[config.mk]
export PLATFORM = sky130hd
export DESIGN_NAME = yuyv_to_rgb_pair_core_flat
export DESIGN_NICKNAME = d
export VERILOG_FILES = /design/src/rtl/yrp_pkg.sv /design/src/rtl/yrp_word_if.sv /design/src/rtl/yrp_rgb_if.sv /design/src/rtl/yrp_chroma.sv /design/src/rtl/yrp_lane.sv /design/src/rtl/yuyv_to_rgb_pair_core.sv /design/src/flat_wrapper.sv
export SDC_FILE = /design/constraint.sdc
export NUM_CORES = 1
export LEC_CHECK = 0
export ABC_AREA = 1
export BUFFER_PORTS_ARGS = -buffer_cell sky130_fd_sc_hd__buf_4
export CAP_MARGIN = 20
export CORE_MARGIN = 2
export CORE_UTILIZATION = 60
export DETAILED_ROUTE_END_ITERATION = 10
export PLACE_DENSITY = 0.78
export SYNTH_ARGS = -nofsm -noshare
export SYNTH_HDL_FRONTEND = slang
export SYNTH_SLANG_ARGS = --single-unit
export TNS_END_PERCENT = 10
[constraint.sdc]
create_clock -name clk -period 7.7 [get_ports clk]
set_input_delay 1.54 -clock clk [delete_from_list [all_inputs] [get_ports clk]]
set_output_delay 1.54 -clock clk [all_outputs]
set_load 0.01 [all_outputs]
[src/rtl/yrp_pkg.sv]
package yrp_pkg;

	// one rgb pixel, saturated bytes
	typedef struct packed {
		logic [7:0] red;
		logic [7:0] green;
		logic [7:0] blue;
	} rgb_t;

	// coefficients and offsets in millionths
	localparam longint unsigned MicroRv = 64'd1402000;
	localparam longint unsigned MicroGu = 64'd344136;
	localparam longint unsigned MicroGv = 64'd714136;
	localparam longint unsigned MicroBu = 64'd1772000;
	localparam longint unsigned MicroOr = 64'd701000;
	localparam longint unsigned MicroOg = 64'd529136;
	localparam longint unsigned MicroOb = 64'd886000;

	// round a value in millionths to nearest at frac fraction bits
	function automatic longint unsigned qcoef(input longint unsigned micro, input int frac);
		return ((micro << frac) + 64'd500000) / 64'd1000000;
	endfunction

endpackage

[src/rtl/yrp_word_if.sv]
interface yrp_word_if;
	logic        valid;
	logic        ready;
	logic [31:0] packed_word;

	modport source (output valid, output packed_word, input ready);
	modport sink (input valid, input packed_word, output ready);
endinterface

[src/rtl/yrp_rgb_if.sv]
interface yrp_rgb_if;
	logic       valid;
	logic       ready;
	logic [7:0] red_first;
	logic [7:0] green_first;
	logic [7:0] blue_first;
	logic [7:0] red_second;
	logic [7:0] green_second;
	logic [7:0] blue_second;

	modport source (output valid, output red_first, output green_first, output blue_first,
		output red_second, output green_second, output blue_second, input ready);
	modport sink (input valid, input red_first, input green_first, input blue_first,
		input red_second, input green_second, input blue_second, output ready);
endinterface

[src/rtl/yrp_chroma.sv]
module yrp_chroma #(
	parameter int COEFF_FRAC_BITS = 12
) (
	input  logic [7:0]                       u,
	input  logic [7:0]                       v,
	output logic signed [COEFF_FRAC_BITS+10:0] chroma_red,
	output logic signed [COEFF_FRAC_BITS+10:0] chroma_green,
	output logic signed [COEFF_FRAC_BITS+10:0] chroma_blue
);
	localparam int F  = COEFF_FRAC_BITS;
	localparam int SW = F + 11;
	localparam int PW = F + 9;

	// quantised coefficients, all below two
	localparam logic [F:0] K_RV = (F+1)'(yrp_pkg::qcoef(yrp_pkg::MicroRv, F));
	localparam logic [F:0] K_GU = (F+1)'(yrp_pkg::qcoef(yrp_pkg::MicroGu, F));
	localparam logic [F:0] K_GV = (F+1)'(yrp_pkg::qcoef(yrp_pkg::MicroGv, F));
	localparam logic [F:0] K_BU = (F+1)'(yrp_pkg::qcoef(yrp_pkg::MicroBu, F));

	// offsets scaled to the sum's units
	localparam logic signed [SW-1:0] OFF_R = SW'(yrp_pkg::qcoef(yrp_pkg::MicroOr, F) << 8);
	localparam logic signed [SW-1:0] OFF_G = SW'(yrp_pkg::qcoef(yrp_pkg::MicroOg, F) << 8);
	localparam logic signed [SW-1:0] OFF_B = SW'(yrp_pkg::qcoef(yrp_pkg::MicroOb, F) << 8);

	logic [PW-1:0] prod_rv;
	logic [PW-1:0] prod_gu;
	logic [PW-1:0] prod_gv;
	logic [PW-1:0] prod_bu;

	// constant multiplies, 8 bits by F+1 bits
	always_comb begin
		prod_rv = PW'(v) * PW'(K_RV);
		prod_gu = PW'(u) * PW'(K_GU);
		prod_gv = PW'(v) * PW'(K_GV);
		prod_bu = PW'(u) * PW'(K_BU);
	end

	// chroma terms shared by both pixels
	always_comb begin
		chroma_red   = $signed({2'b00, prod_rv}) - OFF_R;
		chroma_green = OFF_G - $signed({2'b00, prod_gu}) - $signed({2'b00, prod_gv});
		chroma_blue  = $signed({2'b00, prod_bu}) - OFF_B;
	end
endmodule

[src/rtl/yrp_lane.sv]
module yrp_lane #(
	parameter int COEFF_FRAC_BITS = 12
) (
	input  logic [7:0]                         luma,
	input  logic                               colour_mode,
	input  logic signed [COEFF_FRAC_BITS+10:0] chroma_red,
	input  logic signed [COEFF_FRAC_BITS+10:0] chroma_green,
	input  logic signed [COEFF_FRAC_BITS+10:0] chroma_blue,
	output yrp_pkg::rgb_t                      pixel
);
	localparam int F  = COEFF_FRAC_BITS;
	localparam int SW = F + 11;
	localparam logic [SW-1:0] HALF = SW'(1) << (F - 1);

	logic signed [SW-1:0] luma_scaled;
	logic signed [SW-1:0] sum_r;
	logic signed [SW-1:0] sum_g;
	logic signed [SW-1:0] sum_b;

	// round to nearest at F fraction bits and clamp to a byte
	function automatic logic [7:0] to_byte(input logic signed [SW-1:0] sum);
		logic [SW-1:0] rounded;
		logic [10:0]   whole;
		rounded = $unsigned(sum) + HALF;
		whole   = rounded[SW-1:F];
		if (sum[SW-1] || sum == '0) begin
			return 8'd0;
		end else if (whole > 11'd255) begin
			return 8'd255;
		end
		return whole[7:0];
	endfunction

	// luma aligned to the coefficient fraction
	assign luma_scaled = $signed({3'b000, luma, {F{1'b0}}});

	always_comb begin
		sum_r = luma_scaled + chroma_red;
		sum_g = luma_scaled + chroma_green;
		sum_b = luma_scaled + chroma_blue;
	end

	// colour conversion or luma replicated in grey mode
	always_comb begin
		if (colour_mode) begin
			pixel.red   = to_byte(sum_r);
			pixel.green = to_byte(sum_g);
			pixel.blue  = to_byte(sum_b);
		end else begin
			pixel.red   = luma;
			pixel.green = luma;
			pixel.blue  = luma;
		end
	end
endmodule

[src/rtl/yuyv_to_rgb_pair_core.sv]
// yuyv to rgb pair converter
//
// yuv carries one packed 4:2:2 request per transfer: u in bits 7:0, first
// luma in 15:8, v in 23:16, second luma in 31:24. rgb returns one request
// per input request holding two pixels that share u and v. Both channels
// use valid/ready and move a request on a clock edge with both high.
// cfg_we writes cfg_wdata into the colour mode register (1: bt.601 full
// range conversion, 0: each luma copied to its three channels); write it
// only while no request is in flight.
// A request is registered in stage one and then in stage two, and rgb valid
// rises once stage two holds it. Stage one forms the shared chroma products,
// stage two runs two pixel lanes side by side and registers both pixels
// together. One request per cycle is sustained while rgb ready stays high.
// arst_n clears both stage valids and selects grey mode. When rgb stalls
// the output register holds its request and the pipeline keeps filling;
// yuv ready falls only once both stages are occupied.
module yuyv_to_rgb_pair_core #(
	parameter int COEFF_FRAC_BITS = 12
) (
	input  logic             clk,
	input  logic             arst_n,
	input  logic             cfg_we,
	input  logic             cfg_wdata,
	yrp_word_if.sink         yuv,
	yrp_rgb_if.source        rgb
);
	localparam int SW = COEFF_FRAC_BITS + 11;

	logic                 colour_mode_q;
	logic                 valid_s1;
	logic                 mode_s1;
	logic [7:0]           y_first_s1;
	logic [7:0]           y_second_s1;
	logic signed [SW-1:0] cr_s1;
	logic signed [SW-1:0] cg_s1;
	logic signed [SW-1:0] cb_s1;
	logic                 valid_s2;
	yrp_pkg::rgb_t        first_s2;
	yrp_pkg::rgb_t        second_s2;

	logic signed [SW-1:0] chroma_red;
	logic signed [SW-1:0] chroma_green;
	logic signed [SW-1:0] chroma_blue;
	yrp_pkg::rgb_t        first_pixel;
	yrp_pkg::rgb_t        second_pixel;
	logic                 advance_s2;
	logic                 advance_s1;

	// stage handshake
	assign advance_s2 = !valid_s2 || rgb.ready;
	assign advance_s1 = !valid_s1 || advance_s2;
	assign yuv.ready  = advance_s1;

	// configuration register
	always_ff @(posedge clk or negedge arst_n) begin
		if (!arst_n) begin
			colour_mode_q <= 1'b0;
		end else if (cfg_we) begin
			colour_mode_q <= cfg_wdata;
		end
	end

	yrp_chroma #(.COEFF_FRAC_BITS(COEFF_FRAC_BITS)) u_chroma (
		.u            (yuv.packed_word[7:0]),
		.v            (yuv.packed_word[23:16]),
		.chroma_red   (chroma_red),
		.chroma_green (chroma_green),
		.chroma_blue  (chroma_blue)
	);

	// stage one valid
	always_ff @(posedge clk or negedge arst_n) begin
		if (!arst_n) begin
			valid_s1 <= 1'b0;
		end else if (advance_s1) begin
			valid_s1 <= yuv.valid;
		end
	end

	// stage one payload
	always_ff @(posedge clk) begin
		if (advance_s1 && yuv.valid) begin
			mode_s1     <= colour_mode_q;
			y_first_s1  <= yuv.packed_word[15:8];
			y_second_s1 <= yuv.packed_word[31:24];
			cr_s1       <= chroma_red;
			cg_s1       <= chroma_green;
			cb_s1       <= chroma_blue;
		end
	end

	yrp_lane #(.COEFF_FRAC_BITS(COEFF_FRAC_BITS)) u_lane_first (
		.luma         (y_first_s1),
		.colour_mode  (mode_s1),
		.chroma_red   (cr_s1),
		.chroma_green (cg_s1),
		.chroma_blue  (cb_s1),
		.pixel        (first_pixel)
	);

	yrp_lane #(.COEFF_FRAC_BITS(COEFF_FRAC_BITS)) u_lane_second (
		.luma         (y_second_s1),
		.colour_mode  (mode_s1),
		.chroma_red   (cr_s1),
		.chroma_green (cg_s1),
		.chroma_blue  (cb_s1),
		.pixel        (second_pixel)
	);

	// stage two valid
	always_ff @(posedge clk or negedge arst_n) begin
		if (!arst_n) begin
			valid_s2 <= 1'b0;
		end else if (advance_s2) begin
			valid_s2 <= valid_s1;
		end
	end

	// merge both lanes into the output register
	always_ff @(posedge clk) begin
		if (advance_s2 && valid_s1) begin
			first_s2  <= first_pixel;
			second_s2 <= second_pixel;
		end
	end

	assign rgb.valid        = valid_s2;
	assign rgb.red_first    = first_s2.red;
	assign rgb.green_first  = first_s2.green;
	assign rgb.blue_first   = first_s2.blue;
	assign rgb.red_second   = second_s2.red;
	assign rgb.green_second = second_s2.green;
	assign rgb.blue_second  = second_s2.blue;
endmodule

[src/flat_wrapper.sv]
// flat-port wrapper written by rule: the top's interface ports become plain ports
module yuyv_to_rgb_pair_core_flat 
#(
	parameter int COEFF_FRAC_BITS = 12
)
  (clk, arst_n, cfg_we, cfg_wdata, yuv_valid, yuv_packed_word, yuv_ready, rgb_valid, rgb_red_first, rgb_green_first, rgb_blue_first, rgb_red_second, rgb_green_second, rgb_blue_second, rgb_ready);
  yrp_word_if yuv_i ();
  yrp_rgb_if rgb_i ();
  input  logic clk;
  input  logic arst_n;
  input  logic cfg_we;
  input  logic cfg_wdata;
  input wire logic [$bits(yuv_i.valid)-1:0] yuv_valid;
  input wire logic [$bits(yuv_i.packed_word)-1:0] yuv_packed_word;
  output wire logic [$bits(yuv_i.ready)-1:0] yuv_ready;
  output wire logic [$bits(rgb_i.valid)-1:0] rgb_valid;
  output wire logic [$bits(rgb_i.red_first)-1:0] rgb_red_first;
  output wire logic [$bits(rgb_i.green_first)-1:0] rgb_green_first;
  output wire logic [$bits(rgb_i.blue_first)-1:0] rgb_blue_first;
  output wire logic [$bits(rgb_i.red_second)-1:0] rgb_red_second;
  output wire logic [$bits(rgb_i.green_second)-1:0] rgb_green_second;
  output wire logic [$bits(rgb_i.blue_second)-1:0] rgb_blue_second;
  input wire logic [$bits(rgb_i.ready)-1:0] rgb_ready;
  assign yuv_i.valid = yuv_valid;
  assign yuv_i.packed_word = yuv_packed_word;
  assign yuv_ready = yuv_i.ready;
  assign rgb_valid = rgb_i.valid;
  assign rgb_red_first = rgb_i.red_first;
  assign rgb_green_first = rgb_i.green_first;
  assign rgb_blue_first = rgb_i.blue_first;
  assign rgb_red_second = rgb_i.red_second;
  assign rgb_green_second = rgb_i.green_second;
  assign rgb_blue_second = rgb_i.blue_second;
  assign rgb_i.ready = rgb_ready;
  yuyv_to_rgb_pair_core #(.COEFF_FRAC_BITS(COEFF_FRAC_BITS)) u_core (.clk(clk), .arst_n(arst_n), .cfg_we(cfg_we), .cfg_wdata(cfg_wdata), .yuv(yuv_i), .rgb(rgb_i));
endmodule
==> results of run 1 <==
kinds of logic after synthesis:
| logic type | Yosys count |
|---|---|
| and+or+nand+nor | 1023 |
| buffers and inverters | 403 |
| adders and majority gates | 344 |
| AOI/OAI and AO/OA | 190 |
| xor gates and xnor gates | 123 |
| muxes | 1 |
| DFF | 132 |
per-layer routing:
metal  vias up  GRT usage  share of wire
li1       7456          -              -
met1      6748      0.391           0.45
met2       450      0.477           0.45
met3        95     0.0402          0.059
met4         0      0.122          0.041
met5         -          0              0
layout by cell type (no fill, tap or decap), types with 5 or more instances in the layout:
cell                          n
sky130_fd_sc_hd__nor3_1      16
sky130_fd_sc_hd__nor4_1       6
sky130_fd_sc_hd__o21ai_0     35
sky130_fd_sc_hd__buf_4       89
sky130_fd_sc_hd__inv_1      391
sky130_fd_sc_hd__inv_2        6
sky130_fd_sc_hd__o21ai_1      5
sky130_fd_sc_hd__nor2_1     117
sky130_fd_sc_hd__nand2_2     20
sky130_fd_sc_hd__nand3_2      6
sky130_fd_sc_hd__nand2_1    591
sky130_fd_sc_hd__nor2_2      17
sky130_fd_sc_hd__clkbuf_16   17
sky130_fd_sc_hd__o21bai_1     9
sky130_fd_sc_hd__nand4_1     77
sky130_fd_sc_hd__ha_1       251
sky130_fd_sc_hd__nand3b_1    16
sky130_fd_sc_hd__xor2_1      73
sky130_fd_sc_hd__edfxtp_1   129
sky130_fd_sc_hd__a21o_1       7
sky130_fd_sc_hd__xnor2_1     48
sky130_fd_sc_hd__a21oi_1    107
sky130_fd_sc_hd__nand3_1    150
sky130_fd_sc_hd__fa_1        93
power by group through the flow:
stage	Combinational [mW]	Clock [mW]	Sequential [mW]
6_report	6.16	0.830	1.43
5_1_grt	6.99	0.869	1.45
4_1_cts	6.10	0.842	1.43
3_5_place_dp	6.06	0	1.44
3_3_place_gp	5.97	0	1.44
2_1_floorplan	4.67	0	1.40
final timing paths:
check,from,endpoint
worst max-delay path,yuv_packed_word[22],u_core.cg_s1[19]
worst max register to register,u_core.y_second_s1[0],u_core.rgb.blue_second[3]
max in group asynchronous,arst_n,u_core.rgb.valid
worst min register to register,u_core.colour_mode_q,u_core.mode_s1
min in group asynchronous,arst_n,u_core.colour_mode_q
worst min-delay path,u_core.colour_mode_q,u_core.mode_s1
stage by stage:
step	hold WS, ns	power, mW
after CTS	0.462	8.37
after global routing	0.479	9.31
after detailed placement	0.439	7.50
after floorplan	0.421	6.07
after global placement	0.436	7.40
final	0.464	8.42
flip-flops by register name, indices dropped and copies added (netlist names):
name                     count
u_core.rgb.red_first         8
u_core.rgb.blue_first        8
u_core.rgb.red_second        8
u_core.rgb.blue_second       8
u_core.valid_s1              1
u_core.y_second_s1           8
u_core.colour_mode_q         1
u_core.y_first_s1            8
u_core.rgb.valid             1
u_core.mode_s1               1
u_core.cb_s1                21
u_core.rgb.green_second      8
u_core.cr_s1                21
u_core.cg_s1                22
u_core.rgb.green_first       8
final cells by class:
| cell class | count | area (µm²) |
|---|---|---|
| tap | 378 | 473 |
| timing repair buffer | 89 | 668 |
| multi-input combinational | 1681 | 11700 |
| clock inverter | 15 | 179 |
| clock buffer | 17 | 425 |
| sequential | 132 | 3950 |
| inverter | 399 | 1500 |
| fill | 2392 | 9090 |
==> run summary, run 1 <==
The largest individual stage delay along the critical path comes from the cell sky130_fd_sc_hd__fa_1. The total of endpoints with negative setup slack in the final report came out at 0. The most numerous cell in the Yosys netlist is sky130_fd_sc_hd__nand2_1.

STA puts the critical path data arrival time at 6.81 ns. The flip-flop and latch count after synthesis came out at 132. The clock insertion delay at the later pin of the skew report is 0.42 ns. In this run the tightest slew margin relative to its limit is 0.350. The number of global-route vias before repair came to 14.4k. The global-route usage over all layers came out at 0.292.

Yosys mapped the design onto 44 distinct sky130hd cell types. Of the total power, the share spent switching nets is 0.521. The average instance area after synthesis is 7.72 µm². Once placement finished, the instance area stood at 0.0182 mm². The area of the die came out at 0.0299 mm². Once detail routing completed, the nets flagged for antenna violations numbered 0. At the placement stage, the worst setup path has a slack of 0.672 ns. The final number of max-transition violations came out at 0. The simple-gate share of the synthesized area is 0.261. For this design the ratio of total power to cell area is 447 mW/mm². The depth of the worst hold-timing path came out at 0. The area added between synthesis and finish came out at 10.1%. The post-CTS clock slew at the launch and capture registers of the worst setup and hold paths came out at 0.06 ns. The CTS root buffer is sky130_fd_sc_hd__clkbuf_16. The summed instance area of the synthesized netlist came out at 0.0171 mm². The adder-cell area share of the yosys netlist is 0.292.

Of the total power, combinational logic draws 0.732. Counting cells, the worst reg-to-reg path comes to 13. The maximum single-stage delay on the critical path is 0.56 ns. The share of the Yosys chip area taken by registers is 0.231. The total wire length after detailed routing is 42.6 mm.

The share of synthesized area in the top cell type comes to 0.226. The most instantiated flip-flop cell in the synthesis netlist is sky130_fd_sc_hd__edfxtp_1. The routed via count came out at 14.7k. Of the available clock period, the critical path in the final layout requires 0.862. The mean number of vias per cell came out at 5.44.

The synthesized design contains 129 enable-type register cells. The maximum fanout along the worst path came out at 10. The final layout contains 2702 nets. The internal power consumption is 4.03 mW.

The portion of total power attributed to the clock network is 0.099. The endpoint kind of the worst setup timing path is a register. The placed instance count is 2679.

Summed over all failing endpoints, the final setup total negative slack is 0 ns. The transition time at the pin with the least slew margin is 0.975 ns. The average detailed-routed wire length per instance is 15.7 µm.

The fraction of synthesized area in multiplexers came out at 0.000658. The quantity of hold-fixing buffers added after cts came out at 0. The clock sink count came out at 132. The path type of the worst setup path is input port to register. The number of buffers and inverters on the critical path is 6.

The run finished with clean final reports. The finished layout holds 2711 standard cells, fillers aside. The count of pins on the block boundary is 88. The path class of the lowest-slack min-delay path is register to register. The highest attainable clock frequency is 151 MHz. After legalization and detailed placement, the total HPWL measured 35.8 mm. The total DRC errors in the routed layout came out at 0. The die extent in y came out at 173 µm.

The congestion estimate from routability-driven global placement came to 0.940. The worst endpoint required time came out at 7.87 ns. The clock period could shrink to 6.64 ns. The number of CTS-inserted buffers is 17.

The pre-antenna-repair detailed-routing pass consisted of 6 iterations. The commonest cells after synthesis are sky130_fd_sc_hd__nand2_1 (591), sky130_fd_sc_hd__inv_1 (392), sky130_fd_sc_hd__ha_1 (251). IR analysis of the VDD net gives a maximum drop of 0.339 mV.

The die width is 173 µm. The number of buffer cells added on primary ports is 87. The number of instances in the synthesized netlist came out at 2216. After global routing the overflow that remains totals 0.

The initial antenna violation count is 0. The first-pass GRT wire length came out at 70.6 mm. The kind of start point of the critical path is an input port.

Counting buffers and inverters, the worst setup path is 25 cells deep. Across the routed clock network, the largest skew measured is 0.00567 ns. The cell seen most often among critical-path stages is sky130_fd_sc_hd__inv_1. The site row count is 61.

For flop-to-flop paths, the worst setup slack is 4.61 ns. The post-synthesis xor/xnor area fraction came out at 0.0638. The number of gates resized after CTS is 0. The H-tree level count came out at 4. Counting every net in the synthesized netlist gives 2598. The number of buffers on the longest clock path came out at 2. The main combinational cell family by area after synthesis is adder cells. The final design utilization is 0.675. The post-CTS setup repair buffer count came out at 0. For this configuration, the core starts out at a cell density of 0.613. The power spent charging and discharging nets came out at 4.39 mW. The share of flip-flops with an asynchronous set or reset is 0.0227. The max-cap violation count is 0. The final instance area is 0.0188 mm². The cell taking the most area after synthesis is sky130_fd_sc_hd__edfxtp_1. The leakage power total is 9.78 nW. The compound-gate portion of the synthesized area was 0.0621. In this design, the largest share of critical-path delay is due to adder cells. The number of antenna diodes in the final layout is 0.

Yosys attributes the largest share of cell area to sky130_fd_sc_hd__edfxtp_1 (23%), sky130_fd_sc_hd__ha_1 (18%), sky130_fd_sc_hd__nand2_1 (13%). TritonCTS built the clock tree. The ratio of cells with drive above 1 in the final layout is 0.0780.

The number of hold violations in the final report came out at 0. Setup repair after global routing left no endpoint under its margin. The pin count of the biggest net entering global routing came out at 80.

The share of total power dissipated in sequential elements is 0.170. For this block, the initial DRC count from the detailed router was 1106. The core area is 0.0279 mm². The warning count from the yosys run came out at 0. The slack of the critical path came out at 1.06 ns.
No activity file was read; power rests on OpenSTA's default activity.
==> run 2, diff against run 1 <==
--- a/config.mk
+++ b/config.mk
@@ -6,8 +6,8 @@
 export NUM_CORES = 1
 export LEC_CHECK = 0
 export ABC_AREA = 1
-export BUFFER_PORTS_ARGS = -buffer_cell sky130_fd_sc_hd__buf_4
-export CAP_MARGIN = 20
+export BUFFER_PORTS_ARGS = -buffer_cell sky130_fd_sc_hd__buf_2
+export CORE_ASPECT_RATIO = 1.25
 export CORE_MARGIN = 2
 export CORE_UTILIZATION = 60
 export DETAILED_ROUTE_END_ITERATION = 10
==> run 2 against run 1 <==
Effect of this change: critical endpoint is now u_core.cg_s1[21]; non-clock buffer count unchanged; maximum frequency shrank 0.22%; critical path type unchanged; total power decreased by 0.76%; register-to-register slack hardly changed; combinational power is 0.8% lower.
==> run summary, run 2 (synthesis gave the netlist of run 1 again) <==
The flow ran to the end, and the final reports show no timing, DRC or antenna violations. The number of CTS-inserted buffers is 17. The routed via count is 14.9k. The post-CTS setup repair buffer count is 0. The min-delay analysis places its worst path in the category register to register. The maximum fanout along the worst path came out at 10.

The kind of start point of the critical path is an input port. The clock tree from TritonCTS is done. Setup repair after global routing left no endpoint under its margin. Routability-driven placement finished with a final weighted congestion of 0.928. The detailed-placement wirelength estimate came out at 36.3 mm. The global-route usage over all layers is 0.293. At the later pin of the worst-skew pair, clock insertion delay measures 0.43 ns. Of the total power, registers draw 0.171. The number of buffers on the longest clock path is 2. For this design the total switching power over the nets is 4.39 mW.

The overflow left after global routing is 0. In the final layout, the registers with the most flip-flops are u_core.cg_s1 x22, u_core.cb_s1 x21, u_core.cr_s1 x21. The average detailed-routed wire length per instance is 16.0 µm.

The path type of the worst setup path is input port to register. The worst endpoint required time is 7.88 ns. The max-cap violation count came out at 0. Setup violations remaining at the end of the flow were counted as 0. The portion of total power attributed to the clock network is 0.097. The leakage power total came out at 9.69 nW. After clock tree synthesis, the clock-pin slew on the worst setup and hold paths is 0.06 ns. The smallest clock period supported by the final layout is computed as 6.65 ns. The quantity of hold-fixing buffers added after cts came out at 0. The floorplan step set the die width to 155 µm. The CTS root buffer is sky130_fd_sc_hd__clkbuf_16. The internal power consumption is 3.97 mW. In this run the power density over the cells is 450 mW/mm². Timing would allow up to 150 MHz. The H-tree level count came out at 4. The core area came out at 0.0282 mm². The area of the die is 0.0299 mm². The first-pass GRT wire length is 69.6 mm.

Counting flops per register, the top entry is u_core.cg_s1. The peak supply drop is 0.382 mV. The clock drives 132 sinks. The total wire length after detailed routing came out at 42.9 mm.

The count of routing violations after the opening detailed-route iteration is 765. The ratio of cells with drive above 1 in the final layout came out at 0.0780. The top cell types in the final layout, fill and taps aside, are sky130_fd_sc_hd__nand2_1 (591), sky130_fd_sc_hd__inv_1 (391), sky130_fd_sc_hd__ha_1 (251). On the final layout, the worst hold slack is 0.449 ns. After detailed placement, the total cell area comes to 0.0180 mm². The initial antenna violation count is 0.

The number of hold violations in the final report is 0. After detailed routing, the number of remaining DRC violations is 0. The endpoint kind of the worst setup timing path is a register. The filler cell count is 2438. Leaving out fill and tap cells, the most frequent cell in the layout is sky130_fd_sc_hd__nand2_1.

The aggregate negative setup slack is 0 ns. The number of global-route vias before repair came out at 14.6k. The final-stage net count is 2702. Headroom to the max-slew limit came out at 0.363. The area added between synthesis and finish came out at 8.52%.

The effective utilization at floorplan came out at 0.606. The detailed-router iteration count before antenna repair is 5. The setup slack of the worst register-to-register path is 4.60 ns. Gates resized during post-CTS repair numbered 0. The share of the cycle needed by the critical path after routing is 0.864. The largest clock skew in the final design is 0.00828 ns. The number of buffer cells added on primary ports is 87. For the worst setup path, the data arrival time is 6.83 ns.

The flip-flop count of the largest register after layout is 22. The site row count came out at 69. The die extent in y is 193 µm. After detailed routing, the number of vias per cell comes to 5.53. Once detail routing completed, the nets flagged for antenna violations numbered 0.

After layout, the design draws a total of 8.36 mW. The part of the power in combinational logic came out at 0.732. The final number of max-transition violations is 0. With fillers left out, the area of the finished cells amounts to 0.0186 mm². The final antenna diode count is 0.

The switching share of power is 0.525. 88 I/O pins were placed. The pin count of the biggest net entering global routing is 78. The transition time at the pin with the least slew margin came out at 0.955 ns.
==> run 2: worst paths after layout <==
path                                       start                         to  cells past startpoint
max                          yuv_packed_word[22]           u_core.cg_s1[21]                     25
max in group asynchronous                 arst_n            u_core.valid_s1                      1
min in group asynchronous                 arst_n       u_core.colour_mode_q                      1
max reg2reg                u_core.y_second_s1[0]  u_core.rgb.blue_second[4]                     13
min                         u_core.colour_mode_q             u_core.mode_s1                      0
min reg2reg                 u_core.colour_mode_q             u_core.mode_s1                      0
==> run 2: final cells by class <==
cell class | instances | area (µm²) | share of cell area
Tap cell | 355 | 444 | 0.0239
Timing Repair Buffer | 89 | 450 | 0.0242
Inverter | 399 | 1500 | 0.0807
Clock buffer | 17 | 425 | 0.0229
Multi-Input combinational cell | 1681 | 11700 | 0.627
Clock inverter | 15 | 153 | 0.00822
Sequential cell | 132 | 3950 | 0.213
==> run 2: metrics by stage <==
step | setup WS [ns] | instances | utilization
finish | 1.05 | 2688 | 0.658
global route | 0.610 | 2688 | 0.658
CTS | 1.06 | 2688 | 0.658
global placement | 0.691 | 2656 | 0.638
detailed placement | 0.625 | 2656 | 0.638
floorplan | 1.44 | 2216 | -
==> run 2: worst max-delay path, stage by stage <==
cell	delay (ns)
sky130_fd_sc_hd__buf_2	0.22
sky130_fd_sc_hd__inv_1	0.16
sky130_fd_sc_hd__ha_1	0.43
sky130_fd_sc_hd__inv_1	0.12
sky130_fd_sc_hd__fa_1	0.57
sky130_fd_sc_hd__fa_1	0.57
sky130_fd_sc_hd__inv_1	0.06
sky130_fd_sc_hd__fa_1	0.49
sky130_fd_sc_hd__inv_1	0.05
sky130_fd_sc_hd__ha_1	0.31
sky130_fd_sc_hd__nand2_1	0.07
sky130_fd_sc_hd__nor3_1	0.14
sky130_fd_sc_hd__nand2_1	0.07
sky130_fd_sc_hd__nand2_1	0.13
sky130_fd_sc_hd__a31oi_1	0.13
sky130_fd_sc_hd__o21ai_0	0.30
sky130_fd_sc_hd__xnor2_1	0.12
sky130_fd_sc_hd__ha_1	0.40
sky130_fd_sc_hd__nand2_1	0.12
sky130_fd_sc_hd__nor3_1	0.32
sky130_fd_sc_hd__nand4_1	0.12
sky130_fd_sc_hd__nand3_1	0.15
sky130_fd_sc_hd__nand3_1	0.08
sky130_fd_sc_hd__nand2_1	0.10
sky130_fd_sc_hd__a21oi_1	0.07
==> run 2: metal layers <==
metal	track usage	vias to the layer above	wire (µm)
met4	0.147	0	2070
met1	0.350	6906	18000
li1	-	7461	-
met2	0.527	388	21200
met5	0	-	0
met3	0.0283	97	1640
==> run 2: power by group through the flow <==
stage | logic, mW | registers (mW) | clock network, mW
final | 6.11 | 1.43 | 0.811
after global routing | 6.91 | 1.45 | 0.846
after CTS | 6.07 | 1.43 | 0.821
after detailed placement | 6.03 | 1.44 | 0
after global placement | 5.93 | 1.43 | 0
after floorplan | 4.67 | 1.40 | 0
